==> src/rtl/gpio_register_block_macros.svh <==
// Assertion helpers for the GPIO register block.
`ifndef GPIO_REGISTER_BLOCK_MACROS_SVH
`define GPIO_REGISTER_BLOCK_MACROS_SVH

// Same-cycle implication, checked outside reset.
`define GRB_ASSERT_IMPLY(label, ante, cons, msg) \
   label: assert property (@(posedge clock) disable iff (reset) (ante) |-> (cons)) \
      else $error(msg);

// Next-cycle implication, checked outside reset.
`define GRB_ASSERT_NEXT(label, ante, cons, msg) \
   label: assert property (@(posedge clock) disable iff (reset) (ante) |=> (cons)) \
      else $error(msg);

`endif

==> src/rtl/gpio_rb_pkg.sv <==
`default_nettype none
package gpio_rb_pkg;

   // Pins actually present (1 to 64)
   localparam int PIN_COUNT = 58;
   // Fixed field widths
   localparam int PIN_W    = 58;
   localparam int DATA_W   = 32;
   localparam int WORD_W   = 6;
   localparam int VEC_W    = 64;

   // Function select words: 10 pins of 3 bits each
   localparam int FSEL_WORDS     = 6;
   localparam int PINS_PER_FSEL  = 10;
   localparam int FSEL_FIELD_W   = 3;
   localparam int FSEL_W         = PINS_PER_FSEL * FSEL_FIELD_W;
   // Pull words: 16 pins of 2 bits each
   localparam int PULL_WORDS     = 4;
   localparam int PINS_PER_PULL  = 16;
   localparam int PULL_FIELD_W   = 2;
   localparam int PULL_W         = PINS_PER_PULL * PULL_FIELD_W;

   localparam logic [FSEL_FIELD_W-1:0] FSEL_OUTPUT = 3'd1;

   localparam logic [VEC_W-1:0] PIN_MASK =
      (PIN_COUNT >= VEC_W) ? {VEC_W{1'b1}} : ((64'd1 << PIN_COUNT) - 64'd1);

   // Register word map
   localparam logic [WORD_W-1:0] WORD_FSEL0 = 6'd0;
   localparam logic [WORD_W-1:0] WORD_SET0  = 6'd7;
   localparam logic [WORD_W-1:0] WORD_SET1  = 6'd8;
   localparam logic [WORD_W-1:0] WORD_CLR0  = 6'd10;
   localparam logic [WORD_W-1:0] WORD_CLR1  = 6'd11;
   localparam logic [WORD_W-1:0] WORD_LEV0  = 6'd13;
   localparam logic [WORD_W-1:0] WORD_LEV1  = 6'd14;
   localparam logic [WORD_W-1:0] WORD_PULL0 = 6'd57;

   typedef enum logic {
      ACT_READ  = 1'b0,
      ACT_WRITE = 1'b1
   } action_type;

   typedef struct packed {
      logic              action;
      logic [WORD_W-1:0] word_offset;
      logic [DATA_W-1:0] write_data;
      logic [PIN_W-1:0]  pad_levels;
   } req_type;

   typedef struct packed {
      logic [DATA_W-1:0] read_data;
      logic [PIN_W-1:0]  drive_levels;
      logic [PIN_W-1:0]  drive_enables;
   } rsp_type;

   // Writable bits of function select word w (absent pins stay zero)
   function automatic logic [FSEL_W-1:0] fsel_mask(input int w);
      logic [FSEL_W-1:0] m;
      m = '0;
      for (int k = 0; k < PINS_PER_FSEL; k++) begin
         if (w * PINS_PER_FSEL + k < PIN_COUNT) begin
            m[FSEL_FIELD_W*k +: FSEL_FIELD_W] = {FSEL_FIELD_W{1'b1}};
         end
      end
      return m;
   endfunction

   // Writable bits of pull word w
   function automatic logic [PULL_W-1:0] pull_mask(input int w);
      logic [PULL_W-1:0] m;
      m = '0;
      for (int k = 0; k < PINS_PER_PULL; k++) begin
         if (w * PINS_PER_PULL + k < PIN_COUNT) begin
            m[PULL_FIELD_W*k +: PULL_FIELD_W] = {PULL_FIELD_W{1'b1}};
         end
      end
      return m;
   endfunction

endpackage
`default_nettype wire

==> src/rtl/gpio_rb_regs.sv <==
`default_nettype none
module gpio_rb_regs
   import gpio_rb_pkg::*;
(
   input  wire logic    clock,
   input  wire logic    reset,
   input  wire logic    commit,
   input  wire req_type req,
   output rsp_type      rsp
);

   logic [FSEL_W-1:0] fsel_ff [FSEL_WORDS];
   logic [FSEL_W-1:0] fsel_in [FSEL_WORDS];
   logic [PULL_W-1:0] pull_ff [PULL_WORDS];
   logic [PULL_W-1:0] pull_in [PULL_WORDS];
   logic [VEC_W-1:0]  latch_ff;
   logic [VEC_W-1:0]  latch_in;
   logic [VEC_W-1:0]  pads;
   logic [VEC_W-1:0]  data_lo;
   logic [VEC_W-1:0]  data_hi;
   logic [PIN_W-1:0]  enables;
   logic              is_write;
   logic [DATA_W-1:0] rd;

   assign is_write = (req.action == ACT_WRITE);
   assign pads     = {{(VEC_W-PIN_W){1'b0}}, req.pad_levels} & PIN_MASK;
   assign data_lo  = {{(VEC_W-DATA_W){1'b0}}, req.write_data} & PIN_MASK;
   assign data_hi  = {req.write_data, {(VEC_W-DATA_W){1'b0}}} & PIN_MASK;

   // Next state of the select words and the output latch
   always_comb begin
      for (int w = 0; w < FSEL_WORDS; w++) begin
         fsel_in[w] = fsel_ff[w];
         if (is_write && req.word_offset == WORD_FSEL0 + WORD_W'(w)) begin
            fsel_in[w] = req.write_data[FSEL_W-1:0] & fsel_mask(w);
         end
      end
      for (int w = 0; w < PULL_WORDS; w++) begin
         pull_in[w] = pull_ff[w];
         if (is_write && req.word_offset == WORD_PULL0 + WORD_W'(w)) begin
            pull_in[w] = req.write_data & pull_mask(w);
         end
      end
      latch_in = latch_ff;
      if (is_write) begin
         case (req.word_offset)
            WORD_SET0: latch_in = latch_ff | data_lo;
            WORD_SET1: latch_in = latch_ff | data_hi;
            WORD_CLR0: latch_in = latch_ff & ~data_lo;
            WORD_CLR1: latch_in = latch_ff & ~data_hi;
            default:   latch_in = latch_ff;
         endcase
      end
   end

   // Read mux; writes and unmapped words return zero
   always_comb begin
      rd = '0;
      if (!is_write) begin
         for (int w = 0; w < FSEL_WORDS; w++) begin
            if (req.word_offset == WORD_FSEL0 + WORD_W'(w)) begin
               rd = {{(DATA_W-FSEL_W){1'b0}}, fsel_ff[w]};
            end
         end
         for (int w = 0; w < PULL_WORDS; w++) begin
            if (req.word_offset == WORD_PULL0 + WORD_W'(w)) begin
               rd = pull_ff[w];
            end
         end
         if (req.word_offset == WORD_LEV0) begin
            rd = pads[DATA_W-1:0];
         end
         if (req.word_offset == WORD_LEV1) begin
            rd = pads[VEC_W-1:DATA_W];
         end
      end
   end

   // Output enable per pin from the updated function select
   for (genvar p = 0; p < PIN_W; p++) begin : g_en
      if (p < FSEL_WORDS * PINS_PER_FSEL) begin : g_mapped
         assign enables[p] = (fsel_in[p / PINS_PER_FSEL]
            [FSEL_FIELD_W*(p % PINS_PER_FSEL) +: FSEL_FIELD_W] == FSEL_OUTPUT);
      end else begin : g_unmapped
         assign enables[p] = 1'b0;
      end
   end

   assign rsp.read_data     = rd;
   assign rsp.drive_levels  = latch_in[PIN_W-1:0];
   assign rsp.drive_enables = enables;

   // State registers, updated when the request commits
   always_ff @(posedge clock) begin
      if (reset) begin
         for (int w = 0; w < FSEL_WORDS; w++) fsel_ff[w] <= '0;
         for (int w = 0; w < PULL_WORDS; w++) pull_ff[w] <= '0;
         latch_ff <= '0;
      end else if (commit) begin
         fsel_ff  <= fsel_in;
         pull_ff  <= pull_in;
         latch_ff <= latch_in;
      end
   end

endmodule
`default_nettype wire

==> src/rtl/gpio_register_block.sv <==
// GPIO register block, bus side.
// Request channel (req_*): one 32-bit word access per request: action
// (0 read, 1 write), word offset, write data and the sampled pad levels.
// Response channel (rsp_*): one response per request, in order: read data
// (zero on writes), output latch and output enables of every pin after
// the access.
// A request accepted into the input register is decoded and applied when
// it commits, which loads its response into the response register and
// sets rsp_valid.
// Throughput: one request per cycle unless stalled, set by the input
// register feeding one decode and update pass into the response register.
// Reset (synchronous, active high) clears all function selects, pulls and
// output latches and empties both stages.
// When the receiver stalls the response is held unchanged; one more
// request is taken into the input register, after which req_stall rises
// until the response is taken.
`default_nettype none
`include "gpio_register_block_macros.svh"
module gpio_register_block
   import gpio_rb_pkg::*;
(
   input  wire logic              clock,
   input  wire logic              reset,
   input  wire logic              req_valid,
   output      logic              req_stall,
   input  wire logic              req_action,
   input  wire logic [WORD_W-1:0] req_word_offset,
   input  wire logic [DATA_W-1:0] req_write_data,
   input  wire logic [PIN_W-1:0]  req_pad_levels,
   output      logic              rsp_valid,
   input  wire logic              rsp_stall,
   output      logic [DATA_W-1:0] rsp_read_data,
   output      logic [PIN_W-1:0]  rsp_drive_levels,
   output      logic [PIN_W-1:0]  rsp_drive_enables
);

   logic    s1_valid_ff;
   logic    s1_valid_in;
   req_type s1_req_ff;
   logic    rsp_valid_ff;
   logic    rsp_valid_in;
   rsp_type rsp_ff;
   rsp_type rsp_next;
   logic    advance;
   logic    commit;
   logic    accept;

   // Pipeline control
   assign advance      = !rsp_valid_ff || !rsp_stall;
   assign commit       = s1_valid_ff && advance;
   assign req_stall    = s1_valid_ff && !advance;
   assign accept       = req_valid && !req_stall;
   assign s1_valid_in  = accept || (s1_valid_ff && !commit);
   assign rsp_valid_in = advance ? s1_valid_ff : rsp_valid_ff;

   always_ff @(posedge clock) begin
      if (reset) begin
         s1_valid_ff  <= 1'b0;
         rsp_valid_ff <= 1'b0;
      end else begin
         s1_valid_ff  <= s1_valid_in;
         rsp_valid_ff <= rsp_valid_in;
      end
   end

   // Input register
   always_ff @(posedge clock) begin
      if (accept) begin
         s1_req_ff.action      <= req_action;
         s1_req_ff.word_offset <= req_word_offset;
         s1_req_ff.write_data  <= req_write_data;
         s1_req_ff.pad_levels  <= req_pad_levels;
      end
   end

   // Decode and register state
   gpio_rb_regs u_regs (
      .clock  (clock),
      .reset  (reset),
      .commit (commit),
      .req    (s1_req_ff),
      .rsp    (rsp_next)
   );

   // Response register
   always_ff @(posedge clock) begin
      if (commit) begin
         rsp_ff <= rsp_next;
      end
   end

   assign rsp_valid         = rsp_valid_ff;
   assign rsp_read_data     = rsp_ff.read_data;
   assign rsp_drive_levels  = rsp_ff.drive_levels;
   assign rsp_drive_enables = rsp_ff.drive_enables;

   // Checks
   `GRB_ASSERT_NEXT(a_commit_loads, commit, rsp_valid_ff,
      "committed request gave no response")
   `GRB_ASSERT_NEXT(a_write_reads_zero, commit && s1_req_ff.action == ACT_WRITE,
      rsp_ff.read_data == '0, "write returned nonzero read data")
   `GRB_ASSERT_IMPLY(a_absent_pins, rsp_valid_ff,
      (rsp_ff.drive_levels & ~PIN_MASK[PIN_W-1:0]) == '0, "absent pin latched")

endmodule
`default_nettype wire
==> config.mk <==
export PLATFORM = sky130hd
export DESIGN_NAME = gpio_register_block
export DESIGN_NICKNAME = d
export VERILOG_FILES = /design/src/rtl/gpio_rb_pkg.sv /design/src/rtl/gpio_rb_regs.sv /design/src/rtl/gpio_register_block.sv
export VERILOG_INCLUDE_DIRS = /design/src /design/src/rtl
export SDC_FILE = /design/constraint.sdc
export NUM_CORES = 1
export LEC_CHECK = 0
export BUFFER_PORTS_ARGS = -buffer_cell sky130_fd_sc_hd__buf_2
export CORE_ASPECT_RATIO = 0.9
export CORE_MARGIN = 2
export CORE_UTILIZATION = 25
export DETAILED_ROUTE_END_ITERATION = 8
export GPL_ROUTABILITY_DRIVEN = 0
export PLACE_DENSITY_LB_ADDON = 0.1
export SYNTH_ARGS = -nofsm -noshare
export SYNTH_HDL_FRONTEND = slang
export SYNTH_SLANG_ARGS = --single-unit
==> constraint.sdc <==
create_clock -name clock -period 7.8 [get_ports clock]
set_input_delay 0.78 -clock clock [delete_from_list [all_inputs] [get_ports clock]]
set_output_delay 0.78 -clock clock [all_outputs]
set_load 0.03 [all_outputs]
Word-level counts from Yosys, hierarchy flattened
Cells that the tools add are included.

operators by class
  bitwise logic cells = 16
  mux-type cells = 30
  reduce and logical (&&, ||, !) cells = 30
  equal/unequal tests = 73

operators by type and width
  cell                number
  $mux 30             11
  $pmux 64 s4         1
  $eq 3x1->1 const B  58
  $mux 32             5
  $and 30x30->30      5
  $and 64x64->64      2
  $and 32x32->32      3
  $not 32->64         1
  $not 58->64         1
  $or 64x32->64       1
  $or 64x58->64       1
  $mux 58             1
  $and 32x20->32      1
  $and 30x24->30      1
  $eq 6x4->1 const B  5
  $mux 26             1
  $eq 6x6->1 const B  4
  $mux 24             1
  $eq 6x3->1 const B  3
  $mux 3              6
  $logic_and 1x1->1   14
  $eq 6x2->1 const B  2
  $reduce_and 2->1    5
  $mux 2              4
  7 further kinds     12

word-level totals
  bits in registers = 619
  input bits = 101
  output and inout port bits = 150

Depth between registers and ports, before layout
Gate-level depths: netlist of the first run.

  depth in word-level cells = 13
  mapped depth = 9
  mapped depth without buffers = 6

Cells and area by module
A second synthesis of the first run with hierarchy kept.

second synthesis, totals
  cells, all modules = 2671
  area total of the unflattened synthesis = 25067.8 µm²

modules (own cells, without submodules)
  module               sequential area each (µm²)  area an instance (µm²)  cells an instance  times used
  gpio_rb_regs         6966.7                      17624.4                 2416               1
  gpio_register_block  7397.1                      7443.4                  255                1

Worst setup path after synthesis of the first run
OpenSTA, ideal clock, no wires.

  path type = input to register
  start = input port rsp_stall
  end = register u_regs.latch_ff[49]
  buffers on the path = 3
  arrival = 6.011 ns
  slack = 1.406 ns
  library setup time = 0.383 ns
  stages = 6
  required time = 7.417 ns
  cell sequence = a21bo_2 > buf_2 > clkinv_1 > clkbuf_1 > clkbuf_1 > a311oi_1

between the ends
  longest elaborated chain between the ends = 3

ends and longest elaborated chain
  element                 line                       text
  start: declaration      gpio_register_block.sv:31  input wire logic rsp_stall,
  $logic_not 1->1         gpio_register_block.sv:49  assign advance = !rsp_valid_ff || !rsp_stall;
  $logic_or 1x1->1        gpio_register_block.sv:49
  $logic_and 1x1->1       gpio_register_block.sv:50  assign commit = s1_valid_ff && advance;
  via commit              gpio_register_block.sv:45  logic commit;
  end signal: assignment  gpio_rb_regs.sv:102        latch_ff <= latch_in;
  end: declaration        gpio_rb_regs.sv:16         logic [VEC_W-1:0] latch_ff;

The timed path passes the listed nets, and every way through them passes these cells.
A chain may end at the register's enable or synchronous reset.

Final worst setup path of the first run
  start = register s1_req_ff[91] (netlist bit)
  end = register u_regs.pull_ff[58] (netlist bit)

between the ends
  longest elaborated chain between the ends = 3

ends and longest elaborated chain
  element                            line                       text
  start: declaration                 gpio_register_block.sv:39  req_type s1_req_ff;
  $eq 6x6->1                         gpio_rb_regs.sv:40         if (is_write && req.word_offset == WORD_PULL0 + WORD_W'(w)) begin
  $logic_and 1x1->1                  gpio_rb_regs.sv:40
  $reduce_and 2->1 (no source line)  n/a
  end signal: assignment             gpio_rb_regs.sv:101        pull_ff <= pull_in;
  end: declaration                   gpio_rb_regs.sv:14         logic [PULL_W-1:0] pull_ff [PULL_WORDS];

No other way between the ends.

==> key figures, run 1 <==
Timing
  • Setup TNS: 0 ns
  • Fin crit share: 54.5%
  • Minimum clock period: 4.25 ns
  • Slew margin rel.: 17.8%
  • Worst hold slack: 0.326 ns
  • Final Hold Fails: 0
  • F_max: 235 MHz
  • Worst-Margin Slew: 1.23 ns
  • # setup viols final: 0
  • Unrepaired setup endpoints after global routing: no
  • Fin Clk Skew: 0.0242 ns
  • Slew Limit Fails: 0

Synthesis
  • Yosys cell types: 63
  • Area leader, netlist: edfxtp_1
  • Ys Warns: 0
  • Register area share after synthesis: 57.2%
  • Synthesized instance count: 2638
  • Syn nets: 2739
  • Synthesized area: 25100 um2
  • Ys async rst share: 0%
  • Synth top area share: 29.3%
  • Post-synth EDFFs: 245
  • Top cells by area, synth: edfxtp_1, dfxtp_1, nand2_1, a21oi_1, clkbuf_1
  • Synth Area per Inst: 9.52 um2
  • Synthesized flop and latch total: 595
  • Prevailing post-synth register cell: dfxtp_1

Clock network
  • CTS Root Cell: clkbuf_16
  • Hold buffers post-CTS: 0
  • Post-CTS Setup Repair Bufs: 0
  • Maximum level of the CTS H-tree: 3
  • Maximum root-to-sink buffer count: 3
  • Clock sink count: 595
  • Skew-Pair Late Insertion Delay: 0.63 ns
  • Clock-pin slew on the worst setup and hold paths: 0.06 ns
  • Resize count post-CTS: 0
  • CTS tree: yes
  • Num CTS Buffers: 73

Global routing
  • Total grt overflow: 0
  • Initial antenna violation count: 5
  • Largest net degree at the start of global routing: 114
  • Vias in the first global route: 20400
  • GRT Total Usage: 17.5%
  • First-pass GRT wire length: 135000 um

Finish
  • Finished Core Util: 30.1%
  • Commonest non-fill, non-tap cell in the layout: nand2_1
  • Most frequent cells in the layout: nand2_1, a21oi_1, dfxtp_1, buf_2, edfxtp_1
  • NumNets Final: 2877
  • Layout cells sized above 1: 17.8%
  • Area grow syn2layout: 19.5%

Die
  • Num rows: 110
  • Ports: 251
  • Die footprint: 103000 um2
  • Core area: 99800 um2
  • Die Height: 305 um
  • Chip width: 338 um
  • Initial Utilization: 25.2%

Detailed routing
  • Vias: 20700
  • DR vias/cell: 4.95
  • Routed WL: 92400 um
  • Wire per inst: 22.1 um
  • DRC: 0
  • DRT antenna net count: 0
  • DRC marker count from the first detailed-route iteration: 1834
  • Drt first pass iters: 6

Placement
  • Detailed placement HPWL: 61900 um
  • # port buffers: 250

Critical path
  • Worst Setup End Kind: register
  • CP startpoint kind: register
  • Worst Path Max Fanout: 34
  • Worst Path Arrival: 4.69 ns
  • Critical path class: reg -> reg
  • Critical Path RT: 8.24 ns

Power and ir drop
  • Peak VDD IR: 0.174 mV
  • P_leak: 10.1 nW
  • Overall Power: 0.00716 W
  • Power Density: 239 nW/um2

Outcome
  • Status: finished, final reports clean

Worst hold path
  • Hold Path Class: in -> reg

Run
  • Max Cap Viol: 0
layout make-up:
| cell class | instances | area [um2] |
|---|---|---|
| Fill cell | 10400 | 69800 |
| Inverter | 3 | 16.3 |
| Antenna cell | 3 | 7.51 |
| Timing Repair Buffer | 323 | 1810 |
| Clock buffer | 93 | 1990 |
| Tap cell | 1344 | 1680 |
| Multi-Input combinational cell | 1780 | 9770 |
| Sequential cell | 595 | 14400 |
| Clock inverter | 41 | 370 |
state kept, by name (all words and copies together) (netlist names):
| name | cells |
|---|---|
| u_regs.latch_ff | 58 |
| rsp_drive_levels | 58 |
| u_regs.pull_ff | 116 |
| rsp_read_data | 32 |
| rsp_valid | 1 |
| u_regs.fsel_ff | 174 |
| s1_valid_ff | 1 |
| s1_req_ff | 97 |
| rsp_drive_enables | 58 |
final timing paths:
path                                                   endpoint  slack, ns  depth (start not counted)                           start
worst max-delay path            u_regs.pull_ff[58]$_SDFFE_PP0P_       3.55                          7         s1_req_ff[91]$_DFFE_PP_
worst min-delay path                    s1_req_ff[37]$_DFFE_PP_       0.33                          1              req_pad_levels[37]
worst max register to register  u_regs.pull_ff[58]$_SDFFE_PP0P_       3.55                          7         s1_req_ff[91]$_DFFE_PP_
worst min register to register   u_regs.pull_ff[0]$_SDFFE_PP0P_       0.45                          2  u_regs.pull_ff[0]$_SDFFE_PP0P_
where the power goes:
| group | total (W) | switching [W] | leakage, nW | internal (W) |
|---|---|---|---|---|
| clock | 0.00340 | 0.00140 | 1.15 | 0.00200 |
| combinational | 0.000409 | 0.000314 | 3.81 | 0.0000954 |
| sequential | 0.00335 | 0.0000379 | 5.17 | 0.00331 |
| total | 0.00716 | 0.00175 | 10.1 | 0.00541 |
through the flow:
| stage | area [um2] | instances | setup WS [ns] |
|---|---|---|---|
| after floorplan | 25100 | 2638 | 1.41 |
| after global placement | 27600 | 4045 | 3.79 |
| after detailed placement | 27600 | 4045 | 3.60 |
| after CTS | 30000 | 4179 | 3.56 |
| after global routing | 30000 | 4182 | 3.19 |
| final | 30000 | 4182 | 3.55 |
kinds of logic after synthesis:
kind of cell    synth area share [%]
flops                           57.2
simple gates                    16.2
compound gates                  18.8
buf+inv                         4.28
mux                             3.58
worst max-delay path, stage by stage, from the launching register on:
cell,delay (ns)
edfxtp_1,0.32
buf_4,0.45
buf_4,0.49
nand2_1,0.55
nor2_1,0.86
nand2_1,0.95
nand2_1,0.28
a21oi_1,0.10
layer usage:
layer,share of wire [%],wire length [um],global-route usage [%],vias to the layer above
met5,0,0,0,-
met4,3.3,3030,6.42,0
met3,4.8,4390,2.80,154
met2,48,44700,29.0,581
met1,44,40200,23.0,10300
li1,-,-,-,9716
synthesized netlist by cell type, types with 4 or more instances:
library cell and number:
a21o_1 33, a311oi_1 9, nand3_1 100, mux2i_1 20
o22ai_1 4, nor3b_1 7, a32oi_1 21, a222oi_1 6
a22o_1 52, nor3_1 41, edfxtp_1 245, nor2_1 127
mux4_2 30, o21ai_0 69, o221ai_1 20, a211oi_1 52
or3_1 6, or2_2 9, nand2_1 663, a21oi_1 362
buf_4 4, a22oi_1 25, o211ai_1 51, buf_2 38
dfxtp_1 350, clkbuf_1 211, a31oi_1 8, a221oi_1 5
a2bb2oi_1 19, nor2b_1 4
(Power assumes the default switching activity.)
==> run 2: changes to the inputs <==
==> constraint.sdc (replaced) <==
create_clock -name clock -period 3.9 [get_ports clock]
set_input_delay 0.39 -clock clock [delete_from_list [all_inputs] [get_ports clock]]
set_output_delay 0.39 -clock clock [all_outputs]
set_load 0.03 [all_outputs]
==> run 2 against run 1 <==
Non-clock buffer count increased by 136. Design area increased by 4.2%. Largest power group is now sequential cells. Register-to-register slack got worse by 2.6 ns. Worst hold slack got worse by 0.0033 ns. Routed wire length decreased by 0.29%.
==> key figures, run 2 (synthesis results as in run 1) <==
Detailed routing
  • Wire per inst: 21.3 um (-3.5%)
  • Routed WL: 92100 um (-0.29%)
  • Drt first pass iters: 7 (+1)
  • DRC: 0 (unchanged)
  • DR vias/cell: 4.90 (-1.0%)
  • DRC marker count from the first detailed-route iteration: 1499 (-18%)
  • DRT antenna net count: 0 (unchanged)
  • Vias: 21200 (+2.2%)

Clock network
  • Num CTS Buffers: 74 (+1.4%)
  • Maximum root-to-sink buffer count: 3 (unchanged)
  • Skew-Pair Late Insertion Delay: 0.63 ns (about the same)
  • Maximum level of the CTS H-tree: 3 (unchanged)
  • CTS Root Cell: clkbuf_16
  • Clock-pin slew on the worst setup and hold paths: 0.06 ns (about the same)
  • Resize count post-CTS: 0 (unchanged)
  • Clock sink count: 595 (unchanged)
  • CTS tree: yes

Power and ir drop
  • Clock Power Share: 46.6% (-0.9 points)
  • Peak VDD IR: 0.297 mV (+71%)
  • Part of the power in combinational logic: 6.3% (+0.6 points)
  • Seq pwr share: 47.1% (+0.3 points)
  • P_leak: 10.7 nW (+5.8%)
  • Internal power: 0.0107 W (+98%)
  • Switching power: 0.00352 W (+100%)
  • Switch share: 24.7% (+0.24 points)
  • Power Density: 455 nW/um2 (+91%)

Timing
  • F_max: 344 MHz (+46%)
  • Final Hold Fails: 0 (unchanged)
  • Final worst slack: 0.990 ns (-2.56 ns)
  • Unrepaired setup endpoints after global routing: no
  • # setup viols final: 0 (unchanged)
  • Slew margin rel.: 28.8% (+11 points)
  • Worst-Margin Slew: 1.06 ns (-0.168 ns)
  • Minimum clock period: 2.91 ns (-1.34 ns)
  • Fin Clk Skew: 0.0158 ns (-0.00832 ns)
  • Setup TNS: 0 ns (unchanged)
  • Slew Limit Fails: 0 (unchanged)
  • Fin crit share: 74.6% (+20 points)

Finish
  • Multi-input gate area: 9740 um2 (-0.23%)
  • Final Instance Area: 31300 um2 (+4.2%)
  • Most flops, register: u_regs.fsel_ff
  • Largest registers: u_regs.fsel_ff x174, u_regs.pull_ff x116, s1_req_ff x97
  • Max reg flops: 174 (unchanged)
  • Area grow syn2layout: 24.6%
  • Finished Core Util: 31.3% (+1.3 points)
  • Most frequent cells in the layout: nand2_1, a21oi_1, dfxtp_1, buf_2, edfxtp_1
  • Layout cells sized above 1: 18.1% (+0.28 points)
  • Fillers: 10300 (-1.0%)
  • Commonest non-fill, non-tap cell in the layout: nand2_1
  • Register area: 14400 um2 (unchanged)
  • NumNets Final: 3014 (+4.8%)

Outcome
  • Status: finished, final reports clean

Die
  • Initial Utilization: 25.2% (unchanged)
  • Num rows: 110 (unchanged)
  • Ports: 251 (unchanged)
  • Chip width: 338 um (unchanged)
  • Die Height: 305 um (unchanged)
  • Core area: 99800 um2 (unchanged)
  • Die footprint: 103000 um2 (unchanged)

Critical path
  • Crit-path slowest cell: o21ai_0
  • Worst Setup End Kind: register
  • Critical path class: reg -> reg
  • Most common cell on crit path: buf_4
  • Crit-path cells: nor4b_4, buf_4, nand3_1, buf_4, o21ai_0
  • Worst Path Arrival: 3.19 ns (-1.50 ns)
  • Worst Path Max Fanout: 25 (-26%)
  • Slowest stage delay, CP: 0.79 ns (-0.16 ns)
  • Critical Path RT: 4.18 ns (-4.06 ns)
  • CP startpoint kind: register

Placement
  • Dpl ws: 1.02 ns (-2.58 ns)
  • Detailed placement HPWL: 62900 um (+1.6%)
  • # port buffers: 250 (unchanged)
  • Placed cell area: 28000 um2 (+1.2%)

Worst hold path
  • Hold Path Class: in -> reg

Global routing
  • Total grt overflow: 0 (unchanged)
  • Vias in the first global route: 20700 (+1.7%)
  • GRT Total Usage: 17.4% (-0.091 points)
  • First-pass GRT wire length: 135000 um (-0.33%)
  • Initial antenna violation count: 2 (-3)
  • Largest net degree at the start of global routing: 124 (+8.8%)

Run
  • Max Cap Viol: 0 (unchanged)
==> run 2: cell count changes in the layout (fill, tap and decap cells not counted), sizes merged <==
cell | previous run | this run
dlygate4sd3 | 0 | 99
inv | 6 | 10
clkinvlp | 6 | 3
bufinv | 6 | 1
buf | 323 | 360
clkbuf | 93 | 109
diode | 3 | 2
clkinv | 26 | 17
==> run 2: cell type report <==
cell class,instances,share of cell area [%]
Timing Repair Buffer,459,10.1
Clock buffer,109,6.73
Inverter,3,0.0520
Clock inverter,28,0.648
Multi-Input combinational cell,1780,31.2
Antenna cell,2,0.0160
Sequential cell,595,45.9
Tap cell,1344,5.38
==> run 2: power groups by stage <==
stage / combinational, W / clock [W] / sequential [W]
after CTS: 0.000921 / 0.00686 / 0.00671
after global routing: 0.000968 / 0.00710 / 0.00672
after global placement: 0.000837 / 0 / 0.00684
after detailed placement: 0.000843 / 0 / 0.00684
after floorplan: 0.000363 / 0 / 0.00693
final: 0.000903 / 0.00663 / 0.00671
==> run 2: final timing paths <==
path | cells after the start | endpoint | startpoint | slack, ns
worst max-delay path | 5 | rsp_drive_enables[50]$_DFFE_PP_ | s1_req_ff[92]$_DFFE_PP_ | 0.99
worst min-delay path | 2 | s1_valid_ff$_SDFF_PP0_ | reset | 0.32
worst max register to register | 5 | rsp_drive_enables[50]$_DFFE_PP_ | s1_req_ff[92]$_DFFE_PP_ | 0.99
worst min register to register | 2 | u_regs.pull_ff[68]$_SDFFE_PP0P_ | u_regs.pull_ff[68]$_SDFFE_PP0P_ | 0.45
==> run 2: timing repair <==
item / CTS / global route
setup buffers: 0 / 0
endpoints found under the hold margin: 97 / 2
hold buffers: 97 / 2
==> run 2: worst max-delay path: cells and delay by family, from the launching register on <==
| kind | cells | cell delay, ns |
|---|---|---|
| and+or+nand+nor | 2 | 0.54 |
| DFF | 1 | 0.60 |
| buffers and inverters | 2 | 0.62 |
| AOI/OAI and AO/OA | 1 | 0.79 |
==> run 2: metal layers <==
metal	share of wire, %	global-route usage [%]	vias up
li1	-	-	9983
met1	43	22.1	10500
met2	50	29.7	513
met3	4.3	2.85	151
met4	3.5	6.42	0
met5	0	0	-
==> run 2: metrics by stage <==
stage | power [W] | hold slack [ns] | std cells
after global placement | 0.00768 | 0.441 | 4082
final | 0.0142 | 0.323 | 4320
after global routing | 0.0148 | 0.336 | 4318
after floorplan | 0.00729 | 0.433 | 2638
after detailed placement | 0.00768 | 0.447 | 4082
after CTS | 0.0145 | 0.00300 | 4316
